**config.mk**
```make
export PLATFORM = sky130hd
export DESIGN_NAME = wildcard_star_regex_match
export DESIGN_NICKNAME = d
export VERILOG_FILES = /design/src/sv/wsr_pkg.sv /design/src/sv/wsr_ctrl.sv /design/src/sv/wsr_dpath.sv /design/src/sv/wildcard_star_regex_match.sv
export SDC_FILE = /design/constraint.sdc
export NUM_CORES = 1
export LEC_CHECK = 0
export BUFFER_PORTS_ARGS = -buffer_cell sky130_fd_sc_hd__buf_2
export CAP_MARGIN = 10
export CORE_MARGIN = 4
export CORE_UTILIZATION = 50
export CTS_CLUSTER_SIZE = 14
export DETAILED_ROUTE_END_ITERATION = 10
export PLACE_DENSITY = 0.66
export SETUP_SLACK_MARGIN = 0.02
export SYNTH_ARGS = -nofsm -noshare
export SYNTH_HDL_FRONTEND = slang
export SYNTH_SLANG_ARGS = --single-unit
export TNS_END_PERCENT = 20
```
**constraint.sdc**
```tcl
create_clock -name clk -period 4.7 [get_ports clk]
set_input_delay 0.47 -clock clk [delete_from_list [all_inputs] [get_ports clk]]
set_output_delay 0.47 -clock clk [all_outputs]
set_load 0.01 [all_outputs]
```
**src/sv/wsr_pkg.sv**
```systemverilog
// package for the wildcard star regex matcher
// shared types, byte codes and sizing constants; no dependencies
`timescale 1ns / 1ps

package wsr_pkg;

	localparam int MAX_PATTERN_DEF = 32;
	// cells evaluated per cycle when a subject byte walks the row
	localparam int LANES = 8;

	localparam logic [7:0] STAR_BYTE = 8'h2A;
	localparam logic [7:0] DOT_BYTE  = 8'h2E;

	typedef enum logic [1:0] {
		MODE_CLEAR   = 2'd0,
		MODE_APPEND  = 2'd1,
		MODE_SUBJECT = 2'd2,
		MODE_END     = 2'd3
	} mode_t;

	typedef enum logic {
		ST_IDLE,
		ST_SCAN
	} state_t;

	typedef struct packed {
		logic clear;
		logic append;
		logic start;
		logic step;
		logic emit;
	} cmd_t;

	typedef struct packed {
		logic last;
		logic out_free;
	} status_t;

endpackage

```
**src/sv/wsr_ctrl.sv**
```systemverilog
// controller for the wildcard star regex matcher
// decodes accepted beats into datapath commands; uses wsr_pkg
`timescale 1ns / 1ps

module wsr_ctrl (
	input  logic              clk,
	input  logic              arst_n,
	input  logic              in_valid,
	input  logic [1:0]        in_mode,
	output logic              in_ready,
	input  wsr_pkg::status_t  status,
	output wsr_pkg::cmd_t     cmd
);

	wsr_pkg::state_t state_q, state_d;
	wsr_pkg::mode_t  mode;

	assign mode = wsr_pkg::mode_t'(in_mode);

	always_ff @(posedge clk or negedge arst_n) begin
		if (!arst_n) begin
			state_q <= wsr_pkg::ST_IDLE;
		end else begin
			state_q <= state_d;
		end
	end

	always_comb begin
		state_d  = state_q;
		cmd      = '0;
		in_ready = 1'b0;
		case (state_q)
			wsr_pkg::ST_IDLE: begin
				// an end beat waits until the result register can take it
				in_ready = (mode != wsr_pkg::MODE_END) || status.out_free;
				if (in_valid && in_ready) begin
					case (mode)
						wsr_pkg::MODE_CLEAR:   cmd.clear  = 1'b1;
						wsr_pkg::MODE_APPEND:  cmd.append = 1'b1;
						wsr_pkg::MODE_SUBJECT: begin
							cmd.start = 1'b1;
							state_d   = wsr_pkg::ST_SCAN;
						end
						wsr_pkg::MODE_END:     cmd.emit   = 1'b1;
						default:               cmd        = '0;
					endcase
				end
			end
			wsr_pkg::ST_SCAN: begin
				cmd.step = 1'b1;
				if (status.last) begin
					state_d = wsr_pkg::ST_IDLE;
				end
			end
			default: state_d = wsr_pkg::ST_IDLE;
		endcase
	end

endmodule

```
**src/sv/wsr_dpath.sv**
```systemverilog
// datapath for the wildcard star regex matcher: pattern store, match rows,
// chunked row of match cells and result register; uses wsr_pkg
`timescale 1ns / 1ps

module wsr_dpath #(
	parameter int MAX_PATTERN = wsr_pkg::MAX_PATTERN_DEF
) (
	input  logic              clk,
	input  logic              arst_n,
	input  wsr_pkg::cmd_t     cmd,
	output wsr_pkg::status_t  status,
	input  logic [7:0]        symbol,
	output logic              out_valid,
	input  logic              out_ready,
	output logic              matched,
	output logic              pattern_overflow
);

	localparam int LW     = $clog2(MAX_PATTERN + 1);
	localparam int IW     = (MAX_PATTERN > 1) ? $clog2(MAX_PATTERN) : 1;
	localparam int NCHUNK = (MAX_PATTERN + wsr_pkg::LANES - 1) / wsr_pkg::LANES;
	localparam int CW     = (NCHUNK > 1) ? $clog2(NCHUNK) : 1;

	logic [7:0]         pat_q [MAX_PATTERN];
	logic [LW-1:0]      len_q;
	logic               ovf_q;
	logic [MAX_PATTERN:0] esr_q;
	logic [MAX_PATTERN:0] row_q;
	logic [MAX_PATTERN:0] nxt_q;
	logic [7:0]         sym_q;
	logic [CW-1:0]      cnt_q;
	logic               out_valid_q;
	logic               matched_q;
	logic               ovf_out_q;

	logic               room;
	logic               esr_bit;
	logic [MAX_PATTERN:0] esr_upd;
	logic [MAX_PATTERN:0] nc;
	logic [MAX_PATTERN:0] mg;

	assign room = (len_q < LW'(MAX_PATTERN));

	// empty-subject cell of the new prefix: only a star can match nothing
	always_comb begin
		esr_bit = (len_q != '0) && (symbol == wsr_pkg::STAR_BYTE) &&
		          esr_q[LW'(len_q - 1'b1)];
		esr_upd = esr_q;
		if (room) begin
			esr_upd[LW'(len_q + 1'b1)] = esr_bit;
		end
	end

	// one cell per pattern position; the ripple is cut at chunk edges,
	// where the neighbor value comes from nxt_q of the previous cycle
	always_comb begin
		logic hit;
		logic hit_prev;
		logic prev1;
		logic prev2;
		nc = '0;
		for (int j = 0; j < MAX_PATTERN; j++) begin
			hit      = (pat_q[j] == wsr_pkg::DOT_BYTE) || (pat_q[j] == sym_q);
			hit_prev = 1'b0;
			prev1    = 1'b0;
			prev2    = 1'b0;
			if (j > 0) begin
				hit_prev = (pat_q[j-1] == wsr_pkg::DOT_BYTE) || (pat_q[j-1] == sym_q);
				prev1    = (((j - 1) / wsr_pkg::LANES) == (j / wsr_pkg::LANES)) ?
				           nc[j] : nxt_q[j];
			end
			if (j > 1) begin
				prev2 = (((j - 2) / wsr_pkg::LANES) == (j / wsr_pkg::LANES)) ?
				        nc[j-1] : nxt_q[j-1];
			end
			if (pat_q[j] != wsr_pkg::STAR_BYTE) begin
				nc[j+1] = row_q[j] && hit;
			end else begin
				nc[j+1] = prev2 || prev1 || ((j > 0) && row_q[j+1] && hit_prev);
			end
			nc[j+1] = nc[j+1] && (LW'(j) < len_q);
		end
	end

	always_comb begin
		mg = '0;
		for (int j = 1; j <= MAX_PATTERN; j++) begin
			mg[j] = (CW'((j - 1) / wsr_pkg::LANES) == cnt_q) ? nc[j] : nxt_q[j];
		end
	end

	assign status.last     = (cnt_q == CW'(NCHUNK - 1));
	assign status.out_free = !out_valid_q || out_ready;

	always_ff @(posedge clk) begin
		if (cmd.append && room) begin
			pat_q[len_q[IW-1:0]] <= symbol;
		end
		if (cmd.start) begin
			sym_q <= symbol;
		end
		if (cmd.step) begin
			nxt_q <= mg;
		end
		if (cmd.emit) begin
			matched_q <= row_q[len_q];
			ovf_out_q <= ovf_q;
		end
	end

	always_ff @(posedge clk or negedge arst_n) begin
		if (!arst_n) begin
			len_q       <= '0;
			ovf_q       <= 1'b0;
			esr_q       <= (MAX_PATTERN + 1)'(1);
			row_q       <= (MAX_PATTERN + 1)'(1);
			cnt_q       <= '0;
			out_valid_q <= 1'b0;
		end else begin
			if (cmd.clear) begin
				len_q <= '0;
				ovf_q <= 1'b0;
				esr_q <= (MAX_PATTERN + 1)'(1);
				row_q <= (MAX_PATTERN + 1)'(1);
			end
			if (cmd.append) begin
				esr_q <= esr_upd;
				row_q <= esr_upd;
				if (room) begin
					len_q <= LW'(len_q + 1'b1);
				end else begin
					ovf_q <= 1'b1;
				end
			end
			if (cmd.start) begin
				cnt_q <= '0;
			end
			if (cmd.step) begin
				cnt_q <= CW'(cnt_q + 1'b1);
				if (status.last) begin
					row_q <= mg;
				end
			end
			if (cmd.emit) begin
				row_q       <= esr_q;
				out_valid_q <= 1'b1;
			end else if (out_ready) begin
				out_valid_q <= 1'b0;
			end
		end
	end

	assign out_valid        = out_valid_q;
	assign matched          = matched_q;
	assign pattern_overflow = ovf_out_q;

endmodule

```
**src/sv/wildcard_star_regex_match.sv**
```systemverilog
// Whole-string matcher for patterns of literal bytes, '.' and '*'.
// Input stream: s_tuser carries the beat kind (clear pattern, append pattern
// byte, subject byte, end of subject), s_tdata carries the byte.
// Output stream: one beat per end-of-subject beat, m_tdata[0] = matched,
// m_tdata[1] = pattern overflow since the last clear.
// Timing: the result of an end beat is in the output register on the next
// cycle. While a subject byte is processed, the row of match cells is
// evaluated eight positions per cycle, and s_tready stays low meanwhile.
// Reset clears the pattern, the overflow flag and both match rows; the
// pattern bytes themselves are not cleared.
// A stalled result holds in the output register; other beats are still taken,
// but the next end beat waits until the pending result is taken.
// Depends on wsr_pkg, wsr_ctrl, wsr_dpath.
`timescale 1ns / 1ps

module wildcard_star_regex_match #(
	parameter int MAX_PATTERN = wsr_pkg::MAX_PATTERN_DEF
) (
	input  logic       clk,
	input  logic       arst_n,
	input  logic       s_tvalid,
	output logic       s_tready,
	input  logic [7:0] s_tdata,   // [7:0] symbol
	input  logic [1:0] s_tuser,   // [1:0] mode
	output logic       m_tvalid,
	input  logic       m_tready,
	output logic [7:0] m_tdata    // [0] matched, [1] pattern_overflow, [7:2] zero
);

	wsr_pkg::cmd_t    cmd;
	wsr_pkg::status_t status;
	logic             matched;
	logic             pattern_overflow;

	wsr_ctrl u_ctrl (
		.clk      (clk),
		.arst_n   (arst_n),
		.in_valid (s_tvalid),
		.in_mode  (s_tuser),
		.in_ready (s_tready),
		.status   (status),
		.cmd      (cmd)
	);

	wsr_dpath #(
		.MAX_PATTERN (MAX_PATTERN)
	) u_dpath (
		.clk              (clk),
		.arst_n           (arst_n),
		.cmd              (cmd),
		.status           (status),
		.symbol           (s_tdata),
		.out_valid        (m_tvalid),
		.out_ready        (m_tready),
		.matched          (matched),
		.pattern_overflow (pattern_overflow)
	);

	assign m_tdata = {6'b0, pattern_overflow, matched};

endmodule

```
; Word level (Yosys, flattened, before mapping)
; Memory sizes are Yosys's and may differ from the RTL's.
; Index checks and enable logic that the tools add are counted.
[totals]
register_bits = 119
mem_bits_rw = 256
inputBits = 14
output_inout_bits = 10
wordCells = 463
n_memories = 1
[mem_list]
columns = memory, words, width, rd, rd_ports_with_merged_regs, write_ports, line_no
row1 = u_dpath.pat_q, 32, 8, 32, 0, 1, wsr_dpath.sv:24  ; logic [7:0] pat_q [MAX_PATTERN];
[op_classes]
addsub = 3
magnitude_cmp = 37
eq_ne = 105
n_mux = 103
bitwise_logic = 1
reduce_logical = 202
[ops]
columns = cell, n
row1 = "8-bit by 6-bit equality test with 1-bit output, second input constant", 33
row2 = 33-bit two-way mux, 8
row3 = 8-bit equality test, 32
row4 = "8-bit by 6-bit inequality test with 1-bit output, second input constant", 32
row5 = 1-bit logical AND, 100
row6 = "5-bit by 6-bit less-than comparator with 1-bit output, first input constant", 16
row7 = 1-bit logical OR, 95
row8 = 1-bit two-way mux, 82
row9 = "4-bit by 6-bit less-than comparator with 1-bit output, first input constant", 8
row10 = 33-bit bitwise mux, 1
row11 = "3-bit by 6-bit less-than comparator with 1-bit output, first input constant", 4
row12 = "6-bit by 7-bit less-than comparator with 1-bit output, second input constant", 3
row13 = 6-bit two-way mux, 3
row14 = 1-bit binary-select mux with 6-bit select, 2
row15 = "1-bit by 6-bit less-than comparator with 1-bit output, first input constant", 2
row16 = "2-bit by 6-bit less-than comparator with 1-bit output, first input constant", 2
row17 = "6-bit by 1-bit adder with 6-bit output, second input constant", 1
row18 = 1-bit demux with 6-bit select, 1
row19 = "2-bit equality test, second input constant", 3
row20 = "6-bit by 1-bit greater-or-equal comparator with 1-bit output, second input constant", 1
row21 = "6-bit less-than comparator, second input constant", 1
row22 = 2-bit nonzero test, 3
row23 = 6-bit nonzero test, 1
row24 = "6-bit by 1-bit subtractor with 6-bit output, second input constant", 1
row25 = other kinds (12), 16

; Depth between registers and ports, before layout
; Gate-level depths: netlist (run 1).
; An unclocked memory read counts as a cell.
[depth]
ltp_word = 39
mapped_depth = 16
mapped_depth_nobuf = 11

; Hierarchy
; Synthesis (run 1) repeated with hierarchy kept, for this count alone.
[unflattened]
cells_unflattened = 1764
area_unflattened_um2 = 19889.1
[by_module_without_submodules]
columns = module, instances, cells_per_inst, area_per_inst_um2, seq_area_each_um2
row1 = wsr_dpath, 1, 1742, 19718.9, 10612.7
row2 = wsr_ctrl, 1, 13, 106.4, 25.0
row3 = wildcard_star_regex_match, 1, 9, 63.8, 0.0

; Worst setup path before layout (run 1)
; OpenSTA, ideal clock, no wires.
[synth_timing]
path_type = reg-to-reg
start = reg u_dpath.len_q[0]
end = reg u_dpath.row_q[29]
setup_ns = 0.126
arrival_time_ns = 3.632
t_required_ns = 4.574
path_slack_ns = 0.942
stages_incl_launch_ff = 16
n_path_buf = 5
synth_period_minus_slack_ns = 3.758
cell_sequence = dfrtp_1 buf_6 buf_2 clkbuf_1 inv_1 ha_1 clkbuf_1 mux4_2 mux4_2 mux2i_2 a211oi_4 buf_6 nand4_1 nand2_1 a221oi_1 nor2_1
[synth_via]
elab_chain_cells = 22
word_cells_on_any_way = 42
classes_between = add/sub (2) / order compare (8) / mux (15) / reduce/logical (17)
[synth_lines]
columns = item, line_no
row1 = "start, declared", wsr_dpath.sv:25  ; logic [LW-1:0] len_q;
row2 = "start signal, assigned", wsr_dpath.sv:130  ; len_q <= LW'(len_q + 1'b1);
row3 = branches (longest 20 deep; another with 6-bit by 7-bit less-than comparator with 1-bit output), --
row4 = 33-bit two-way mux (*), wsr_dpath.sv:138  ; if (cmd.step) begin
row5 = 33-bit two-way mux (*), wsr_dpath.sv:144  ; if (cmd.emit) begin
row6 = "end signal, assigned", wsr_dpath.sv:116  ; row_q <= (MAX_PATTERN + 1)'(1);
row7 = "end signal, assigned", wsr_dpath.sv:141  ; row_q <= mg;
row8 = "end signal, assigned", wsr_dpath.sv:145  ; row_q <= esr_q;
row9 = "end, declared", wsr_dpath.sv:28  ; logic [MAX_PATTERN:0] row_q;
; Every way passes the cells marked *. The select of a mux whose other input is x is not followed.
; A chain may end at the register's enable or synchronous reset.

; Final worst setup path (run 1)
[layout_timing]
start = reg u_dpath.len_q[4]
end = reg u_dpath.nxt_q[7] (data pin)
[layout_via]
elab_chain_cells = 26
word_cells_on_any_way = 32
classes_between = order compare (7) / mux (7) / reduce/logical (18)
[layout_lines]
columns = item, line_no
row1 = 1-bit by 6-bit less-than comparator with 1-bit output, wsr_dpath.sv:81  ; nc[j+1] = nc[j+1] && (LW'(j) < len_q);
row2 = 1-bit logical AND, wsr_dpath.sv:81
row3 = 1-bit logical OR, wsr_dpath.sv:79  ; nc[j+1] = prev2 || prev1 || ((j > 0) && row_q[j+1] && hit_prev);
row4 = 1-bit two-way mux, wsr_dpath.sv:76  ; if (pat_q[j] != wsr_pkg::STAR_BYTE) begin
row5 = 1-bit logical AND, wsr_dpath.sv:81
row6 = 1-bit logical OR (2 in a row), wsr_dpath.sv:79
row7 = 1-bit two-way mux, wsr_dpath.sv:76
row8 = 1-bit logical AND, wsr_dpath.sv:81
row9 = [... 8 more ...], --
row10 = 1-bit logical OR (2 in a row), wsr_dpath.sv:79
row11 = 1-bit two-way mux, wsr_dpath.sv:76
row12 = 1-bit logical AND, wsr_dpath.sv:81
row13 = 1-bit logical OR (2 in a row), wsr_dpath.sv:79
row14 = 1-bit two-way mux, wsr_dpath.sv:76
row15 = 1-bit logical AND (*), wsr_dpath.sv:81
row16 = 1-bit two-way mux (*), wsr_dpath.sv:88  ; mg[j] = (CW'((j - 1) / wsr_pkg::LANES) == cnt_q) ? nc[j] : nxt_q[j];
row17 = named net u_dpath.mg[7], wsr_dpath.sv:40  ; logic [MAX_PATTERN:0] mg;
row18 = "end signal, assigned", wsr_dpath.sv:103  ; nxt_q <= mg;
row19 = "end, declared", wsr_dpath.sv:29  ; logic [MAX_PATTERN:0] nxt_q;
; Mark *: on every way through the listed nets, which the timed path passes. The rest lies on a longest branch.

==> results.json, run 1 <==
{
  "worstHoldPathType": "input pin to asynchronous set/reset pin",
  "ys_top_cells_by_area": "edfxtp_1 44%, xnor2_1 10%, dfrtp_1 9.5%",
  "synth_top_family_by_area": "compound AO/OA/AOI/OAI gates",
  "cts_num_sinks": 367,
  "end_kind": "flip-flop",
  "yosys_register_bits": 367,
  "vias_per_cell": 6.377,
  "nNetsFinal": 1784,
  "grt_max_degree": 78,
  "die-area_um2": 42810,
  "dpl.hpwl_um": 40350,
  "fmaxAchievable_mhz": 271.6,
  "clock-root-buffer": "clkbuf_16",
  "rsz0062_at_grt": "false",
  "cp_cell_sequence": "buf_4 > or4_1 > o21ai_0 > nor4b_1 > a211oi_2 > o2111ai_1 > nand3_1 > a41oi_1 > o311ai_1 > nand2_1",
  "critPathArrivalTime_ns": 3.98,
  "syn_area_per_cell_um2": 11.36,
  "met2_usage_pct": 42.15,
  "portBuffers": 17,
  "antenna_found_initial": 0,
  "antenna_left": 0,
  "startpoint_type": "flip-flop",
  "grt_pass1_wl_um": 90130,
  "grtUsageTotal_pct": 27.81,
  "max_cap_violations": 0,
  "use_met1_pct": 40.91,
  "rows": 72,
  "n_antenna_cell": 0,
  "period_minus_slack_ns": 3.682,
  "routed_wl_um": 59080,
  "hold_viol_final": 0,
  "required_ns": 5.00,
  "die_w_um": 206.9,
  "busiest_layer": "met2",
  "status": "finished clean",
  "preCtsSetupSlack_ns": 1.136,
  "fin_crit_sh_pct": 78.34,
  "netlist_area_um2": 19780,
  "ioPinCount": 24,
  "synth_xor_xnor_area_share_pct": 11.77,
  "drt-wirelength-per-cell_um": 25.56,
  "grt_overflow": 0,
  "r2r_slack_ns": 1.02,
  "clockBufferDepth": 3,
  "slew_violations": 0,
  "switching_share_pct": 36.55,
  "clock_latency_ns": 0.57,
  "synth-main-ff-cell": "edfxtp_1",
  "synth_edf_count": 290,
  "drc": 0,
  "yosys.area_share.simple_pct": 12.83,
  "die_height_um": 206.9,
  "p_sw_w": 0.003968,
  "grt_pass1_vias": 14620,
  "coreArea_um2": 38920,
  "pwr-share-clk_pct": 27.7,
  "leakage_nw": 7.087,
  "synth_top_area_cell": "edfxtp_1",
  "max_slew_margin_pct": 26.45,
  "synth_cell_types": 88,
  "vias": 14740,
  "setup_tns_ns": 0,
  "dr.pass1.iters": 6,
  "internal-power_w": 0.006888,
  "setup_ws_ns": 1.018,
  "critical_path_buf_inv_count": 1,
  "drt-initial-drc-count": 1742,
  "syn_inst": 1741,
  "path_clk_slew_ns": 0.06,
  "area_growth_pct": 9.539,
  "cts_inserted_buffers": 40,
  "fillerInstances": 3254,
  "synthMuxAreaShare_pct": 3.175,
  "cts_tree": "built",
  "globalRouteMet3Util_pct": 4.374,
  "hold_buffers": 0,
  "synth_top_area_share_pct": 44.03,
  "critPathMaxStageDelay_ns": 0.68,
  "crit_family": "compound AO/OA/AOI/OAI gates",
  "post_cts_buffers": 0,
  "setup_violations": 0,
  "pwr-share-seq_pct": 42.1,
  "yosysSeqAreaShare_pct": 53.78,
  "start_util_pct": 50.83,
  "cts_resized": 0,
  "combPwrFrac_pct": 30.2,
  "clock-skew-final_ns": 0.01744,
  "drive_gt1_share_pct": 10.54,
  "worst_pin_slew_ns": 1.088,
  "synthAdderAreaFrac_pct": 0.5060,
  "synth_warnings": 0,
  "synth_compound_area_share_pct": 13.95,
  "ir_drop_uv": 297.0,
  "p_per_area_nw_per_um2": 501.1,
  "gp_congestion": 1.022,
  "cp_max_fo": 24,
  "slowest_stage": "dfrtp_1",
  "cts_max_level": 2,
  "path_class": "flip-flop to flip-flop",
  "async_flop_share_pct": 20.98
}
==> cell families (layout without fill, tap and decap cells) <==
kind of cell	Yosys count	after routing
compound gates	413	413
flops	367	367
fa+ha+maj	8	8
simple gates	495	495
xor+xnor	265	265
other cells	1	6
buf+inv	156	203
mux	36	36
==> final cells by class <==
class	count	area, um2	area share [%]
multi-input combinational	1223	8379	38.67
timing repair buffer	77	575.6	2.656
inverter	53	198.9	0.9182
sequential	367	10640	49.10
clock buffer	56	1092	5.041
tap	518	648.1	2.991
clock inverter	17	135.1	0.6237
==> routing by layer <==
metal | share of wire [%] | wire length, um
met1 | 43 | 25200
met2 | 44 | 26270
met3 | 9.4 | 5534
met4 | 3.5 | 2066
met5 | 0 | 0
==> power by group through the flow <==
| stage | Clock [W] | Combinational [W] | Sequential, W |
|---|---|---|---|
| 2_1_floorplan | 0 | 0.00229 | 0.00431 |
| 3_3_place_gp | 0 | 0.00317 | 0.00459 |
| 3_5_place_dp | 0 | 0.00320 | 0.00458 |
| 4_1_cts | 0.00305 | 0.00321 | 0.00453 |
| 5_1_grt | 0.00318 | 0.00351 | 0.00459 |
| 6_report | 0.00301 | 0.00328 | 0.00457 |
==> sequential cells by signal, summed over array words and instances (netlist names) <==
signal / flops
u_ctrl.state_q: 1
u_dpath.sym_q: 8
u_dpath.row_q: 33
u_dpath.pat_q: 256
u_dpath.nxt_q: 24
u_dpath.esr_q: 33
u_dpath.pattern_overflow: 1
u_dpath.ovf_q: 1
u_dpath.len_q: 6
u_dpath.out_valid: 1
u_dpath.cnt_q: 2
u_dpath.matched: 1
==> synth_stat cells (10+ instances only) <==
cell type	number
nand4_1	89
o22ai_1	39
dfrtp_1	75
nor4_1	15
buf_4	22
a21oi_1	81
nor3_1	33
buf_6	13
buf_2	15
xnor2_1	230
edfxtp_1	290
nor2_1	121
a211oi_1	15
clkbuf_1	48
xor2_1	34
a21o_1	13
o21ai_0	100
nand2b_1	10
a22o_1	28
a21boi_0	11
mux4_2	19
o31ai_1	22
inv_1	53
o21a_1	10
nand3_1	29
nor3b_1	23
nand2_1	121
==> path summary, 6_finish.rpt <==
kind	from	end	depth (start not counted)
setup / recovery	u_dpath.len_q[4]$_DFF_PN0_	u_dpath.nxt_q[7]$_DFFE_PP_	10
hold / removal	arst_n	u_dpath.row_q[27]$_DFF_PN0_	1
setup reg to reg	u_dpath.len_q[4]$_DFF_PN0_	u_dpath.nxt_q[7]$_DFFE_PP_	10
hold reg to reg	u_dpath.ovf_q$_DFF_PN0_	u_dpath.pattern_overflow$_DFFE_PP_	0
max in group asynchronous	arst_n	u_dpath.row_q[12]$_DFF_PN0_	1
min in group clk	m_tready	u_dpath.out_valid$_DFFE_PN0P_	3
==> cells in the final DEF (no fill, tap or decap), drive strengths merged, types with 13 or more instances in the layout <==
cell type  count
a211oi        17
a21o          13
a21oi         82
a22o          28
buf           77
clkbuf        56
clkinv        13
dfrtp         75
edfxtp       290
inv           56
mux4          20
nand2        123
nand3         29
nand4         89
nor2         121
nor3          33
nor3b         23
nor4          15
o21ai        103
o22ai         39
o31ai         22
xnor2        231
xor2          34
==> metrics by stage <==
stage / cell area, um2 / hold slack [ns] / util, % / instances / total power [W]
after floorplan: 19800 / 0.1744 / - / 1746 / 0.006602
after global placement: 20440 / 0.4475 / 52.52 / 2238 / 0.007758
after detailed placement: 20440 / 0.4457 / 52.52 / 2238 / 0.007775
after CTS: 21670 / 0.1072 / 55.67 / 2311 / 0.01079
after global routing: 21670 / 0.1662 / 55.67 / 2311 / 0.01129
final: 21670 / 0.07565 / 55.67 / 2311 / 0.01086
Note: power is estimated with default switching activity, not from simulation.
==> inputs of run 2 (changes only) <==
--- a/config.mk
+++ b/config.mk
@@ -11,7 +11,7 @@
 export CORE_UTILIZATION = 50
 export CTS_CLUSTER_SIZE = 14
 export DETAILED_ROUTE_END_ITERATION = 10
-export PLACE_DENSITY = 0.66
+export PLACE_DENSITY = 0.68
 export SETUP_SLACK_MARGIN = 0.02
 export SYNTH_ARGS = -nofsm -noshare
 export SYNTH_HDL_FRONTEND = slang
==> constraint.sdc (replaced) <==
create_clock -name clk -period 3 [get_ports clk]
set_input_delay 0.3 -clock clk [delete_from_list [all_inputs] [get_ports clk]]
set_output_delay 0.3 -clock clk [all_outputs]
set_load 0.01 [all_outputs]
==> run 2 against run 1 <==
The run now ends with negative setup slack left. Combinational power increased by 96%. First-iteration DRC count increased by 5.2%. Power increased by 69%. Routed wire length increased by 7.3%. Final cell count increased by 7.0%. Setup slack got worse by 1.0 ns. Global-route usage increased by 1.0 points. Die area unchanged. Critical path type unchanged. Highest routed layer unchanged.
==> results.json, run 2 (synthesis gave the netlist of run 1 again) <==
{
  "status": "complete, but fails checks",
  "clockBufferDepth": 3,
  "antenna_left": 0,
  "leakage_nw": 8.032,
  "hold_depth": 3,
  "nNetsFinal": 1945,
  "portBuffers": 17,
  "clock_latency_ns": 0.57,
  "setup_violations": 3,
  "rr_worst_depth": 11,
  "start_util_pct": 50.83,
  "final_util_pct": 60.39,
  "gp_congestion": 1.023,
  "max_cap_violations": 0,
  "worst_pin_slew_ns": 1.049,
  "r2r_slack_ns": -0.03,
  "drive_gt1_share_pct": 21.89,
  "clock-skew-final_ns": 0.01525,
  "startpoint_type": "flip-flop",
  "dr.pass1.iters": 6,
  "drc": 0,
  "final_common_cell": "edfxtp_1",
  "path_clk_slew_ns": 0.06,
  "cts_tree": "built",
  "rows": 72,
  "p_per_area_nw_per_um2": 778.9,
  "cp_cell_sequence": "buf_4 > xnor2_1 > nand4_1 > o311ai_4 > nand3_2 > a311o_1 > o2bb2ai_2 > a221oi_2 > buf_4 > a221o_1 > a2bb2oi_2",
  "cp_max_fo": 4,
  "r2r_start": "u_dpath.sym_q[4]$_DFFE_PP_",
  "critPathArrivalTime_ns": 3.53,
  "period_minus_slack_ns": 3.032,
  "violations": "negative setup slack",
  "layout_common_cells": "290 x edfxtp_1, 226 x xnor2_1, 198 x buf_4, 118 x nor2_1, 117 x nand2_1",
  "routed_wl_um": 63390,
  "vias_per_cell": 6.301,
  "area_growth_pct": 18.81,
  "critical_path_buf_inv_count": 2,
  "dpl.hpwl_um": 42530,
  "fmaxAchievable_mhz": 329.8,
  "drt-initial-drc-count": 1832,
  "grt_overflow": 0,
  "grt_max_degree": 78,
  "end_kind": "flip-flop",
  "required_ns": 3.50,
  "ir_drop_uv": 391.9,
  "crit_start": "u_dpath.sym_q[4]$_DFFE_PP_",
  "crit_family": "compound AO/OA/AOI/OAI gates",
  "path_class": "flip-flop to flip-flop",
  "slew_violations": 0,
  "setup_ws_ns": -0.03215,
  "cts_max_level": 2,
  "grt_pass1_vias": 14760,
  "cp_num_cells": 11,
  "drt-wirelength-per-cell_um": 25.63,
  "die-area_um2": 42810,
  "fillerInstances": 3104,
  "vias": 15580,
  "cts_inserted_buffers": 40,
  "hold_start": "m_tready",
  "slowest_stage": "edfxtp_1",
  "n_antenna_cell": 0,
  "grt_pass1_wl_um": 91780,
  "max_slew_margin_pct": 29.78,
  "total_power_w": 0.01831,
  "preCtsSetupSlack_ns": -0.5182,
  "clock-root-buffer": "clkbuf_16",
  "cp_common_cell": "buf_4",
  "antenna_found_initial": 2,
  "critPathMaxStageDelay_ns": 0.46,
  "ioPinCount": 24,
  "largest_register_ffs": 256,
  "worstHoldPathType": "input pin to flip-flop",
  "hold_viol_final": 0,
  "cts_num_sinks": 367,
  "coreArea_um2": 38920,
  "die_w_um": 206.9,
  "die_height_um": 206.9,
  "grtUsageTotal_pct": 28.84,
  "fin_crit_sh_pct": 101.1,
  "rsz0062_at_grt": "true"
}
==> run 2: cell types whose count changed in the layout (fill, tap and decap cells not counted), sizes merged <==
| cell | previous run | this run |
|---|---|---|
| bufinv | 1 | 2 |
| bufbuf | 0 | 1 |
| clkinvlp | 0 | 1 |
| buf | 77 | 233 |
| clkbuf | 56 | 53 |
| dlygate4sd3 | 0 | 1 |
| inv | 56 | 55 |
| clkinv | 13 | 19 |
==> run 2: repair_timing <==
action / CTS / global route
gates cloned: 1 / 3
hold buffers: 1 / 0
hold endpoints to repair: 75 / 0
gates resized for setup: 17 / 81
pin swaps: 5 / 29
setup buffers: 1 / 32
setup endpoints to repair: 12 / 34
==> run 2: final timing paths <==
path / endpoint
min in group asynchronous: u_dpath.esr_q[21]$_DFFE_PN0P_
max in group asynchronous: u_dpath.len_q[0]$_DFF_PN0_
hold / removal: u_dpath.out_valid$_DFFE_PN0P_
setup / recovery: u_dpath.row_q[16]$_DFF_PN0_
hold reg to reg: u_dpath.pattern_overflow$_DFFE_PP_
setup reg to reg: u_dpath.row_q[16]$_DFF_PN0_
==> run 2: through the flow <==
step                      hold slack, ns  std cells  cell area (um2)  setup TNS [ns]
final                            0.05545       2473            23500        -0.03992
after global routing             0.07598       2473            23500         -0.8677
after CTS                        0.02848       2438            22850        -0.09258
after detailed placement          0.5068       2361            21460          -1.033
after global placement            0.4977       2361            21460         -0.8517
after floorplan                 0.004409       1746            19880          -3.085
==> run 2: layout make-up <==
class / count / area (um2) / area share (%)
Clock buffer: 50 / 1090 / 4.637
Clock inverter: 24 / 170.2 / 0.7241
Inverter: 53 / 201.4 / 0.8572
Multi-Input combinational cell: 1223 / 8807 / 37.48
Sequential cell: 367 / 10640 / 45.27
Tap cell: 518 / 648.1 / 2.758
Timing Repair Buffer: 238 / 1944 / 8.273
==> run 2: tightest hold or removal path: stages <==
cell and delay (ns):
buf_2 0.07, nand2b_1 0.14, nand2_1 0.06
==> run 2: report_power, final <==
part | switching [W] | internal (W)
Sequential | 0.000832 | 0.00625
Combinational | 0.00379 | 0.00264
Clock | 0.00204 | 0.00275
==> run 2: routing by layer <==
| metal | GRT usage [%] | up-vias | part of all wire, % |
|---|---|---|---|
| met4 | 10.43 | 0 | 3.9 |
| met5 | 0 | - | 0 |
| li1 | - | 6882 | - |
| met1 | 40.06 | 7666 | 40 |
| met2 | 46.31 | 855 | 47 |
| met3 | 4.671 | 179 | 9.7 |
==> inputs of run 3 (changes only) <==
--- a/config.mk
+++ b/config.mk
@@ -11,7 +11,7 @@
 export CORE_UTILIZATION = 50
 export CTS_CLUSTER_SIZE = 14
 export DETAILED_ROUTE_END_ITERATION = 10
-export PLACE_DENSITY = 0.68
+export PLACE_DENSITY_LB_ADDON = 0.25
 export SETUP_SLACK_MARGIN = 0.02
 export SYNTH_ARGS = -nofsm -noshare
 export SYNTH_HDL_FRONTEND = slang
==> run 3 against run 2 <==
The flow now finishes without violations. Critical path depth rose by 1. Routed wire length decreased by 0.34%. Sequential power barely moved. Setup slack improved by 0.078 ns. Critical path type unchanged.
==> results.json, run 3 (synthesis gave the netlist of run 1 again) <==
{
  "status": "finished clean",
  "ioPinCount": 24,
  "fin_cells": 2464,
  "worst_pin_slew_ns": 1.044,
  "ir_drop_uv": 427.2,
  "critPathArrivalTime_ns": 3.44,
  "rsz0062_at_grt": "true",
  "area_growth_pct": 17.45,
  "setup_ws_ns": 0.04560,
  "worstHoldPathType": "input pin to flip-flop",
  "largest_register_ffs": 256,
  "required_ns": 3.49,
  "cts_inserted_buffers": 41,
  "slew_violations": 0,
  "coreArea_um2": 38920,
  "grt_max_degree": 78,
  "final_cell_area_um2": 23230,
  "leakage_nw": 7.900,
  "grtUsageTotal_pct": 29.54,
  "portBuffers": 17,
  "n_antenna_cell": 0,
  "dp.cells": 2374,
  "antenna_left": 0,
  "end_kind": "flip-flop",
  "vias": 15370,
  "cts_num_sinks": 367,
  "clockBufferDepth": 3,
  "total_power_w": 0.01819,
  "hold_viol_final": 0,
  "clock-root-buffer": "clkbuf_16",
  "clock-skew-final_ns": 0.01466,
  "rows": 72,
  "drt-wirelength-per-cell_um": 25.64,
  "nNetsFinal": 1937,
  "path_class": "flip-flop to flip-flop",
  "drc": 0,
  "max_slew_margin_pct": 30.37,
  "placed_area_um2": 21560,
  "path_clk_slew_ns": 0.06,
  "period_minus_slack_ns": 2.954,
  "antenna_found_initial": 2,
  "clock_latency_ns": 0.57,
  "dpl.hpwl_um": 43630,
  "hold_ws_ns": 0.05450,
  "drt-initial-drc-count": 1582,
  "routed_wl_um": 63170,
  "dr.pass1.iters": 7,
  "hold_depth": 3,
  "start_util_pct": 50.83,
  "grt_overflow": 0,
  "gp_congestion": 1.030,
  "cts_max_level": 2,
  "final_common_cell": "edfxtp_1",
  "preCtsSetupSlack_ns": -0.4599,
  "cp_max_fo": 4,
  "drive_gt1_share_pct": 20.14,
  "die_height_um": 206.9,
  "grt_pass1_vias": 14840,
  "grt_pass1_wl_um": 94250,
  "vias_per_cell": 6.237,
  "cts_tree": "built",
  "die_w_um": 206.9,
  "p_per_area_nw_per_um2": 783.1,
  "fmaxAchievable_mhz": 338.5,
  "startpoint_type": "flip-flop",
  "max_cap_violations": 0,
  "layout_common_cells": "290 x edfxtp_1, 230 x xnor2_1, 196 x buf_4, 118 x nor2_1, 118 x nand2_1",
  "fin_crit_sh_pct": 98.48,
  "setup_violations": 0,
  "rr_worst_depth": 12,
  "die-area_um2": 42810
}
run 3: changes by cell type in the layout (fill, tap and decap cells not counted), sizes merged:
cell | previous run | this run
buf | 233 | 228
bufbuf | 1 | 0
clkinv | 19 | 20
clkbuf | 53 | 49
bufinv | 2 | 3
clkinvlp | 1 | 0
run 3: critical path, cell delays in order (launching register included):
cell and delay [ns]:
edfxtp_1 0.47, buf_4 0.18, xor2_1 0.16, nor4_2 0.33, a311o_1 0.29, nand3_2 0.14
a311o_1 0.38, o2bb2ai_1 0.13, a221oi_2 0.25, buf_4 0.17, o311ai_4 0.11, buf_6 0.16
a21oi_2 0.09
run 3: final cells by class:
cell class	instances	area [um2]
clock inverters	25	191.4
flip-flops and latches	367	10640
clock buffers	49	1056
inverters	53	201.4
repair buffers	229	1812
fillers	3171	15690
multi-input cells	1223	8682
well taps	518	648.1
run 3: worst paths after layout:
kind	start	end	slack [ns]
hold reg to reg	u_dpath.ovf_q$_DFF_PN0_	u_dpath.pattern_overflow$_DFFE_PP_	0.48
hold / removal	m_tready	u_dpath.out_valid$_DFFE_PN0P_	0.05
max in group asynchronous	arst_n	u_dpath.len_q[2]$_DFF_PN0_	1.83
setup / recovery	u_dpath.sym_q[4]$_DFFE_PP_	u_dpath.row_q[15]$_DFF_PN0_	0.05
setup reg to reg	u_dpath.sym_q[4]$_DFFE_PP_	u_dpath.row_q[15]$_DFF_PN0_	0.05
min in group asynchronous	arst_n	u_dpath.row_q[29]$_DFF_PN0_	0.47
run 3: through the flow:
step	setup TNS [ns]	util (%)
2_1_floorplan	-3.085	-
3_3_place_gp	-0.5820	55.40
3_5_place_dp	-1.025	55.40
4_1_cts	0	58.76
5_1_grt	-0.4997	59.69
6_report	0	59.69
run 3: per-layer routing:
metal  wire, um  global-route usage (%)  vias to the layer above
met5          8                       0                        -
li1           -                       -                     6882
met2      28710                   46.28                      727
met1      26180                   41.99                     7631
met3       6040                   5.374                      126
met4       2234                   9.986                        2
run 3: what timing repair did:
action,CTS,global route
endpoints found under the setup margin,10,41
pin swaps,3,20
resized for setup,10,61
hold endpoints to repair,75,0
hold buffers,1,0
buffers inserted,2,13
run 3: report_power, final:
group          switching, W  internal [W]  total (W)
registers          0.000852       0.00625    0.00710
clock network       0.00204       0.00276    0.00480
logic               0.00368       0.00262    0.00629
